[src/design/slm_pkg.sv]
package slm_pkg;

    // list tag carried by the func field
    typedef enum logic
    {
        LIST_FIRST  = 1'b0,
        LIST_SECOND = 1'b1
    } list_sel_t;

endpackage

[src/design/slm_ram.sv]
module slm_ram
#(
    parameter int DEPTH = 32,
    parameter int WIDTH = 32,
    parameter int AW    = 5
)
(
    input  logic             clk,
    input  logic             wr_en,
    input  logic [AW-1:0]    wr_addr,
    input  logic [WIDTH-1:0] wr_data,
    input  logic [AW-1:0]    rd_addr,
    output logic [WIDTH-1:0] rd_data
);

    logic [WIDTH-1:0] mem [DEPTH];
    logic [WIDTH-1:0] rd_data_reg;

    // single write port
    always_ff @(posedge clk)
    begin
        if (wr_en)
        begin
            mem[wr_addr] <= wr_data;
        end
    end

    // registered read port
    always_ff @(posedge clk)
    begin
        rd_data_reg <= mem[rd_addr];
    end

    assign rd_data = rd_data_reg;

endmodule

[src/design/sorted_list_merge_top.sv]
// Merges two ascending lists of signed values. Elements arrive one per
// transaction, tagged by func for the first or second list, with
// end_of_list on each list's final element. Once both lists are complete
// the input stalls and the block walks both buffers, emitting the merged
// ascending sequence with last on its final element; on a tie the second
// list's element goes first. Each merged element passes a registered
// buffer read in S_WAIT, held while the output stalls, then S_PICK, where
// the single compare unit picks the smaller head. Elements past LIST_DEPTH
// per list are dropped and reported on overflow of every result of that
// walk; elements sent to a list that is already complete are ignored.
module sorted_list_merge_top
#(
    parameter int LIST_DEPTH  = 32,
    parameter int VALUE_WIDTH = 32
)
(
    input  logic                          clk,
    input  logic                          rst_n,
    input  logic                          in_valid,
    output logic                          in_stall,
    input  logic                          func,
    input  logic signed [VALUE_WIDTH-1:0] value,
    input  logic                          end_of_list,
    output logic                          out_valid,
    input  logic                          out_stall,
    output logic signed [VALUE_WIDTH-1:0] merged_value,
    output logic                          last,
    output logic                          overflow
);

    localparam int AW = (LIST_DEPTH > 1) ? $clog2(LIST_DEPTH) : 1;
    localparam int CW = $clog2(LIST_DEPTH + 1);
    localparam logic [CW-1:0] DEPTH_C = CW'(LIST_DEPTH);
    localparam logic [CW-1:0] ONE_C   = CW'(1);

    typedef enum logic [1:0]
    {
        S_LOAD,
        S_WAIT,
        S_PICK
    } state_t;

    state_t state_reg;
    logic [CW-1:0] first_count_reg;
    logic [CW-1:0] second_count_reg;
    logic first_done_reg;
    logic second_done_reg;
    logic dropped_reg;
    logic [CW-1:0] first_idx_reg;
    logic [CW-1:0] second_idx_reg;
    logic out_valid_reg;
    logic [VALUE_WIDTH-1:0] merged_value_reg;
    logic last_reg;
    logic overflow_reg;

    logic in_take;
    logic out_take;
    logic sel_second;
    logic first_wr;
    logic second_wr;
    logic [VALUE_WIDTH-1:0] first_head;
    logic [VALUE_WIDTH-1:0] second_head;
    logic first_left;
    logic second_left;
    logic take_first;
    logic pick_last;
    logic first_done_next;
    logic second_done_next;

    // handshake
    assign in_stall   = (state_reg != S_LOAD);
    assign in_take    = in_valid && !in_stall;
    assign out_take   = out_valid_reg && !out_stall;
    assign sel_second = (slm_pkg::list_sel_t'(func) == slm_pkg::LIST_SECOND);

    // element store decisions
    assign first_wr  = in_take && !sel_second && !first_done_reg
                       && (first_count_reg < DEPTH_C);
    assign second_wr = in_take && sel_second && !second_done_reg
                       && (second_count_reg < DEPTH_C);

    assign first_done_next  = first_done_reg
                              || (in_take && !sel_second && end_of_list);
    assign second_done_next = second_done_reg
                              || (in_take && sel_second && end_of_list);

    // list buffers
    slm_ram #(.DEPTH(LIST_DEPTH), .WIDTH(VALUE_WIDTH), .AW(AW)) u_first_ram
    (
        .clk     (clk),
        .wr_en   (first_wr),
        .wr_addr (first_count_reg[AW-1:0]),
        .wr_data (value),
        .rd_addr (first_idx_reg[AW-1:0]),
        .rd_data (first_head)
    );

    slm_ram #(.DEPTH(LIST_DEPTH), .WIDTH(VALUE_WIDTH), .AW(AW)) u_second_ram
    (
        .clk     (clk),
        .wr_en   (second_wr),
        .wr_addr (second_count_reg[AW-1:0]),
        .wr_data (value),
        .rd_addr (second_idx_reg[AW-1:0]),
        .rd_data (second_head)
    );

    // shared compare unit: smaller head wins, second list on a tie
    assign first_left  = (first_idx_reg < first_count_reg);
    assign second_left = (second_idx_reg < second_count_reg);
    assign take_first  = first_left
                         && (!second_left || ($signed(first_head) < $signed(second_head)));
    assign pick_last   = take_first
                         ? ((first_idx_reg + ONE_C == first_count_reg) && !second_left)
                         : ((second_idx_reg + ONE_C == second_count_reg) && !first_left);

    // sequencer with load counters, walk indexes and output register
    always_ff @(posedge clk or negedge rst_n)
    begin
        if (!rst_n)
        begin
            state_reg        <= S_LOAD;
            first_count_reg  <= '0;
            second_count_reg <= '0;
            first_done_reg   <= 1'b0;
            second_done_reg  <= 1'b0;
            dropped_reg      <= 1'b0;
            first_idx_reg    <= '0;
            second_idx_reg   <= '0;
            out_valid_reg    <= 1'b0;
            merged_value_reg <= '0;
            last_reg         <= 1'b0;
            overflow_reg     <= 1'b0;
        end
        else
        begin
            if (out_take)
            begin
                out_valid_reg <= 1'b0;
            end

            unique case (state_reg)
                S_LOAD:
                begin
                    if (in_take)
                    begin
                        if (first_wr)
                        begin
                            first_count_reg <= first_count_reg + ONE_C;
                        end
                        if (second_wr)
                        begin
                            second_count_reg <= second_count_reg + ONE_C;
                        end
                        if ((!sel_second && !first_done_reg && !first_wr)
                            || (sel_second && !second_done_reg && !second_wr))
                        begin
                            dropped_reg <= 1'b1;
                        end
                        first_done_reg  <= first_done_next;
                        second_done_reg <= second_done_next;
                        if (first_done_next && second_done_next)
                        begin
                            state_reg <= S_WAIT;
                        end
                    end
                end
                S_WAIT:
                begin
                    if (!out_valid_reg || !out_stall)
                    begin
                        state_reg <= S_PICK;
                    end
                end
                S_PICK:
                begin
                    out_valid_reg    <= 1'b1;
                    merged_value_reg <= take_first ? first_head : second_head;
                    last_reg         <= pick_last;
                    overflow_reg     <= dropped_reg;
                    if (take_first)
                    begin
                        first_idx_reg <= first_idx_reg + ONE_C;
                    end
                    else
                    begin
                        second_idx_reg <= second_idx_reg + ONE_C;
                    end
                    if (pick_last)
                    begin
                        first_count_reg  <= '0;
                        second_count_reg <= '0;
                        first_done_reg   <= 1'b0;
                        second_done_reg  <= 1'b0;
                        dropped_reg      <= 1'b0;
                        first_idx_reg    <= '0;
                        second_idx_reg   <= '0;
                        state_reg        <= S_LOAD;
                    end
                    else
                    begin
                        state_reg <= S_WAIT;
                    end
                end
                default:
                begin
                    state_reg <= S_LOAD;
                end
            endcase
        end
    end

    assign out_valid    = out_valid_reg;
    assign merged_value = merged_value_reg;
    assign last         = last_reg;
    assign overflow     = overflow_reg;

    // the walk only picks while an element remains
    a_pick_has_element: assert property (@(posedge clk) disable iff (!rst_n)
        (state_reg == S_PICK) |-> (first_left || second_left))
        else $error("pick with both lists exhausted");

    // the final pick returns the block to loading with empty lists
    a_last_clears: assert property (@(posedge clk) disable iff (!rst_n)
        (state_reg == S_PICK && pick_last)
        |=> (state_reg == S_LOAD && first_count_reg == '0 && second_count_reg == '0))
        else $error("lists not cleared after final pick");

    // counts never pass the buffer depth
    a_count_bound: assert property (@(posedge clk) disable iff (!rst_n)
        (first_count_reg <= DEPTH_C) && (second_count_reg <= DEPTH_C))
        else $error("list count beyond buffer depth");

    // a new result is only produced by the compare step
    a_result_from_pick: assert property (@(posedge clk) disable iff (!rst_n)
        $rose(out_valid_reg) |-> $past(state_reg == S_PICK))
        else $error("result produced outside pick step");

    // the merge only starts once both lists are complete
    a_walk_needs_done: assert property (@(posedge clk) disable iff (!rst_n)
        (state_reg == S_WAIT) |-> (first_done_reg && second_done_reg))
        else $error("merge walk without both lists complete");

endmodule
[config.mk]
export PLATFORM = sky130hd
export DESIGN_NAME = sorted_list_merge_top
export DESIGN_NICKNAME = d
export VERILOG_FILES = /design/src/design/slm_pkg.sv /design/src/design/slm_ram.sv /design/src/design/sorted_list_merge_top.sv
export SDC_FILE = /design/constraint.sdc
export NUM_CORES = 2
export LEC_CHECK = 0
export BUFFER_PORTS_ARGS = -buffer_cell sky130_fd_sc_hd__buf_2
export CAP_MARGIN = 20
export CORE_UTILIZATION = 40
export DETAILED_ROUTE_END_ITERATION = 8
export GPL_ROUTABILITY_DRIVEN = 1
export SETUP_SLACK_MARGIN = 0.1
export SYNTH_ARGS = -nofsm -noshare
export SYNTH_HDL_FRONTEND = slang
export SYNTH_SLANG_ARGS = --single-unit
[constraint.sdc]
create_clock -name clk -period 7.9 [get_ports clk]
set_input_delay 1.975 -clock clk [delete_from_list [all_inputs] [get_ports clk]]
set_output_delay 1.975 -clock clk [all_outputs]
set_load 0.05 [all_outputs]
Yosys cells after proc, flatten, opt, wreduce, memory -nomap -nowiden
Memories as Yosys holds them, arrays and structs flattened. A register that Yosys moved wholly into a read port is not among the register bits.
Cells that the tools add are included.
{ "classes": {"eq_ne": 12, "magnitude_cmp": 5, "muxes": 32, "n_addsub": 4, "reduce_logical": 45} }
{ "ops": {"columns": ["op", "n"], "rows": [
  ["6-bit 2-to-1 mux", 9],
  ["32-bit less-than comparator", 1],
  ["32-bit 2-to-1 mux", 1],
  ["6-bit by 1-bit adder with 6-bit output, second input constant", 4],
  ["6-bit one-hot mux with 2 select lines", 2],
  ["1-bit logical AND", 18],
  ["2-bit inequality test, second input constant", 7],
  ["1-bit 2-to-1 mux", 13],
  ["6-bit == test", 2],
  ["6-bit less-than comparator", 2],
  ["6-bit less-than comparator, second input constant", 2],
  ["4-bit AND reduction", 3],
  ["1-bit zero test", 10],
  ["2-bit nonzero test", 4],
  ["2-bit 2-to-1 mux", 3],
  ["1-bit one-hot mux with 2 select lines", 3],
  ["2-bit one-hot mux with 3 select lines", 1],
  ["3-bit AND reduction", 2],
  ["1-bit logical OR", 5],
  ["2-bit AND reduction", 2],
  ["2-bit by 1-bit == test with 1-bit output, second input constant", 1],
  ["2-bit == test, second input constant", 1],
  ["2-bit zero test", 1],
  ["2-bit by 1-bit inequality test with 1-bit output, second input constant", 1]
]} }
{ "totals": {"in_bits": 38, "word_cells": 112, "ramBits": 2048, "reg_bits": 64, "out_inout_bits": 36, "memories": 2} }
{ "mem_list": {"columns": ["memory", "words", "word_bits", "read_ports", "rd_clocked_by_memory_dff", "wr", "line_no", "rtl"], "rows": [
  ["u_first_ram.mem", 32, 32, 1, 1, 1, "slm_ram.sv:16", "logic [WIDTH-1:0] mem [DEPTH];"],
  ["u_second_ram.mem", 32, 32, 1, 1, 1, "slm_ram.sv:16", null]
]} }

Depth between registers and ports, before layout
{ "depth": {"word_depth": 12, "mapped_depth": 15, "depth_no_buf": 10} }

By module
A second synthesis with hierarchy kept.
{ "hier_totals": {"hier_cells": 5018, "hier_area_um2": 85386.9} }
{ "by_module_without_submodules": {"columns": ["mod", "cells_each", "seq_area_each_um2", "area_per_inst_um2", "instances"], "rows": [
  ["slm_ram at u_first_ram", 2260, 31390.1, 40487.6, 1],
  ["slm_ram at u_second_ram", 2260, 31390.1, 40485.1, 1],
  ["sorted_list_merge_top", 498, 1601.5, 4414.2, 1]
]} }

Worst setup path before layout
No wires, ideal clock.
{ "synth_timing": {"kind": "input-to-reg", "start": "input func", "end": "memory u_second_ram.mem[15][0], enable pin", "setup_time_ns": 0.423, "required_ns": 7.477, "t_arrival_ns": 4.370, "n_path_buf": 0, "setup_slack_ns": 3.108, "path_stages": 4, "cell_sequence": "inv_1 nor4_2 nand2_1 nor2_1"} }
{ "synth_between": {"elab_chain_cells": 5} }
{ "synth_lines": {"columns": ["element", "line_no", "rtl"], "rows": [
  ["start, declared", "sorted_list_merge_top.sv:21", "input logic func,"],
  ["1-bit logical AND (2 in a row)", "sorted_list_merge_top.sv:79", "assign second_wr = in_take && sel_second && !second_done_reg"],
  ["1-bit logical AND", "sorted_list_merge_top.sv:80", "&& (second_count_reg < DEPTH_C);"],
  ["1-bit 2-to-1 mux", "slm_ram.sv:22", "if (wr_en)"],
  ["1-bit 2-to-1 mux (not written as such)", "slm_ram.sv:24", "mem[wr_addr] <= wr_data;"],
  ["end, declared", "slm_ram.sv:16", null]
]} }
No other way between the ends.

Worst setup path after layout
{ "layout_timing": {"start": "input func", "end": "memory u_second_ram.mem[20][2], enable pin"} }
Same word-level chain as after synthesis.

==> results.yml <==
outcome:
  status: "finished, final reports clean"
clock_tree:
  cts_sinks: 2176
  cts_buffers: 213
  worst_skew_pair.late_latency_ns: 0.86
  cts_setup_buffers: 0
  htree_levels: 4
  cts_root_buf: "clkbuf_16"
  path_clk_slew_ns: 0.06
  tritoncts: "yes"
  cts_hold_buf: 0
  clock_path_buffers: 3
  postCtsResizedCells: 0
timing:
  final.setup.tns_ns: 0
  fin_skew_ns: 0.0295
  max_freq_ghz: 0.250
  fin_crit_ns: 4.00
  worst-slew-pin-transition_ns: 1.13
  setup_viol: 0
  rsz0062_at_grt: "no"
  relSlewSlack_pct: 24.6
  finalHoldViolCount: 0
  post-route-period-util_pct: 50.6
  drv_slew: 0
power_and_ir_drop:
  p_per_area_nw_per_um2: 331
  p_sw_share_pct: 30.1
  leakage_nw: 29.9
  p_comb_share_pct: 25.5
  vdd_ir_drop_max_mv: 0.367
  intPower_mw: 22.1
  clkPwrFrac_pct: 31.5
  p_seq_share_pct: 43.0
  power.switching_mw: 9.50
grt:
  grt_use_met3_pct: 3.09
  grt_overflow: 0
  grt_pass1_wl_um: 300000
  grt_use_total_pct: 20.3
  grt.met2_usage_pct: 33.6
  grt_antenna_before_repair: 19
  grt_pass1_vias: 38400
  grt_start_max_net_pins: 135
  globalRouteMet1Util_pct: 27.9
  busiest_layer: "met2"
logic_synthesis:
  ys_seq_area_share_pct: 77.1
  yosysWarnings: 0
  synth_cell_type_count: 69
  synth_ff_type: "edfxtp_1"
  synth_edf_count: 2048
  ys_seq_elements: 2176
  synth.cell_area_um2: 83500
  syn-num-nets: 3711
  async_flop_share_pct: 2.94
  avgSynthCellArea_um2: 23.1
  syn_inst: 3620
min_path:
  min_path_cells: 2
  min_from: "merged_value[27]"
  holdPathEnd: "merged_value[27]"
  hold_path.class: "reg -> reg"
place:
  port_buffers: 73
  dp_hpwl_um: 129000
  gp_congestion: 0.811
  dpl.cell_count: 6410
drt:
  drt-wirelength-per-cell_um: 31.2
  ant_nets: 0
  drc: 0
  viasPerCell: 5.62
  wirelength_um: 213000
  drt_first_pass_iters: 7
  drt_iter0_markers: 4131
  vias: 38400
worst_setup_path:
  rrSetupSlack_ns: 3.91
  r2r_cells: 6
  rr_startpoint: "first_idx_reg[1]"
  slowest_stage: "nor2_4"
  crit_path_start_kind: "input pin"
  worstPathMaxFanout: 17
  cp_slowest_stage_delay_ns: 0.71
  arrival_ns: 4.52
  end_kind: "flip-flop"
  cp_common_cell: "buf_4"
  r2r_end: "u_first_ram.rd_data[23]"
  cp_cell_sequence: "buf_2 > inv_1 > nor4_2 > buf_4 > nand2_1 > nor2_4 > buf_4"
  cp.required_ns: 8.43
  crit_type: "in -> reg"
run:
  drv_cap: 0
floorplanning:
  io_pins: 74
  die-height_um: 459
  core_area_um2: 207000
  initial_core_util_pct: 40.3
  die_w_um: 459
  rows: 167
  die_area_um2: 211000
cells_and_area:
  num-fill-cells: 17100
  area_growth_pct: 14.3
  reg.largest.list: "u_first_ram.mem x1024, u_second_ram.mem x1024"
  drive_gt1_share_pct: 31.1
  nets: 3942
  final_cells: 6830
synth_stat cells, types with 2 or more instances:
library cell / count / share of area, %
inv_1: 52 / 0.23
nand2_1: 164 / 0.74
ha_1: 53 / 0.79
buf_2: 58 / 0.35
o21a_1: 3 / 0.027
nand4_1: 6 / 0.045
edfxtp_1: 2048 / 74
nand2_2: 2 / 0.015
dfrtp_1: 64 / 1.9
o21ai_0: 14 / 0.084
or3_1: 4 / 0.030
a21o_1: 8 / 0.072
buf_1: 14 / 0.063
o22ai_1: 2 / 0.015
and4_4: 2 / 0.027
xnor2_1: 10 / 0.10
a31oi_1: 6 / 0.045
o21ai_2: 4 / 0.042
buf_6: 5 / 0.067
clkbuf_1: 99 / 0.45
nor3_1: 5 / 0.030
mux2i_1: 33 / 0.40
o21ai_1: 29 / 0.17
o31ai_1: 2 / 0.018
a41oi_1: 2 / 0.021
nor4_2: 3 / 0.045
a21oi_1: 16 / 0.096
o211ai_1: 6 / 0.054
or3_4: 2 / 0.027
mux4_2: 640 / 17
nor2b_1: 3 / 0.022
a211oi_1: 3 / 0.027
nand2b_1: 6 / 0.045
dfxtp_1: 64 / 1.5
nand3_1: 21 / 0.13
mux2_2: 32 / 0.43
xor2_1: 7 / 0.073
nor3b_1: 2 / 0.018
nor2_1: 90 / 0.40
buf_4: 2 / 0.018
o2bb2ai_1: 3 / 0.031
nand3b_1: 3 / 0.027
a221oi_1: 2 / 0.021
area by class of cell:
cell class | count | area (um^2) | share of cell area, %
sequential | 2176 | 64400 | 67.5
multi-input combinational | 1214 | 18600 | 19.5
clock buffer | 295 | 5760 | 6.03
tap | 2788 | 3490 | 3.65
timing repair buffer | 194 | 1850 | 1.94
clock inverter | 103 | 1100 | 1.16
inverter | 52 | 195 | 0.204
antenna | 8 | 20.0 | 0.0210
logic make-up after synthesis:
family / count (synthesis) / synth area share, %
buffers and inverters: 230 / 1.17
DFF: 2176 / 77.1
adders and majority gates: 53 / 0.794
AOI/OAI and AO/OA: 111 / 0.895
muxes: 707 / 18.1
xor gates and xnor gates: 18 / 0.198
and+or+nand+nor: 325 / 1.72
how the worst max path moves through the flow:
stage,endpoint,cells after the start,startpoint,slack [ns]
final,u_second_ram.mem[20][2],7,func,3.90
after global routing,first_count_reg[0],10,first_idx_reg[0],3.80
after CTS,u_second_ram.mem[4][14],6,func,3.86
after detailed placement,u_second_ram.mem[4][10],6,func,2.93
after global placement,u_second_ram.mem[12][26],6,func,2.92
after floorplan,u_second_ram.mem[15][0],4,func,3.11
per-layer routing:
layer / wire length [um] / part of all wire, %
met5: 0 / 0
met4: 5860 / 2.7
met3: 12900 / 6.0
met2: 108000 / 51
met1: 86900 / 41
power by group through the flow:
stage / sequential (mW) / clock [mW] / combinational (mW)
final: 13.6 / 9.95 / 8.04
after CTS: 13.6 / 10.1 / 8.19
after global placement: 13.8 / 0 / 8.16
after floorplan: 13.6 / 0 / 5.42
after global routing: 13.6 / 10.6 / 8.49
after detailed placement: 13.8 / 0 / 8.17
metrics by stage:
| step | total power [mW] | hold WS [ns] | worst slack, ns | util [%] | cell area [um^2] |
|---|---|---|---|---|---|
| after floorplan | 19.0 | 0.497 | 3.11 | - | 83500 |
| after global placement | 22.0 | 0.463 | 2.92 | 42.4 | 87900 |
| after detailed placement | 22.0 | 0.474 | 2.93 | 42.6 | 88300 |
| after CTS | 31.9 | 0.488 | 3.86 | 45.9 | 95100 |
| after global routing | 32.7 | 0.516 | 3.80 | 46.1 | 95500 |
| final | 31.6 | 0.482 | 3.90 | 46.1 | 95500 |
critical path: cells and delay by family:
family | cells | cell delay, ns
AND/OR/NAND/NOR | 3 | 1.62
buffers and inverters | 4 | 0.89
layout by cell type (no fill, tap or decap), drive strengths merged, types with 34 or more instances in the layout:
cell,count
o21ai,47
inv,56
dfxtp,64
mux2i,34
buf,194
edfxtp,2048
nor2,91
clkbuf,295
nand2,166
clkinv,80
mux4,640
dfrtp,64
ha,53
Note: power is estimated with default switching activity, not from simulation.
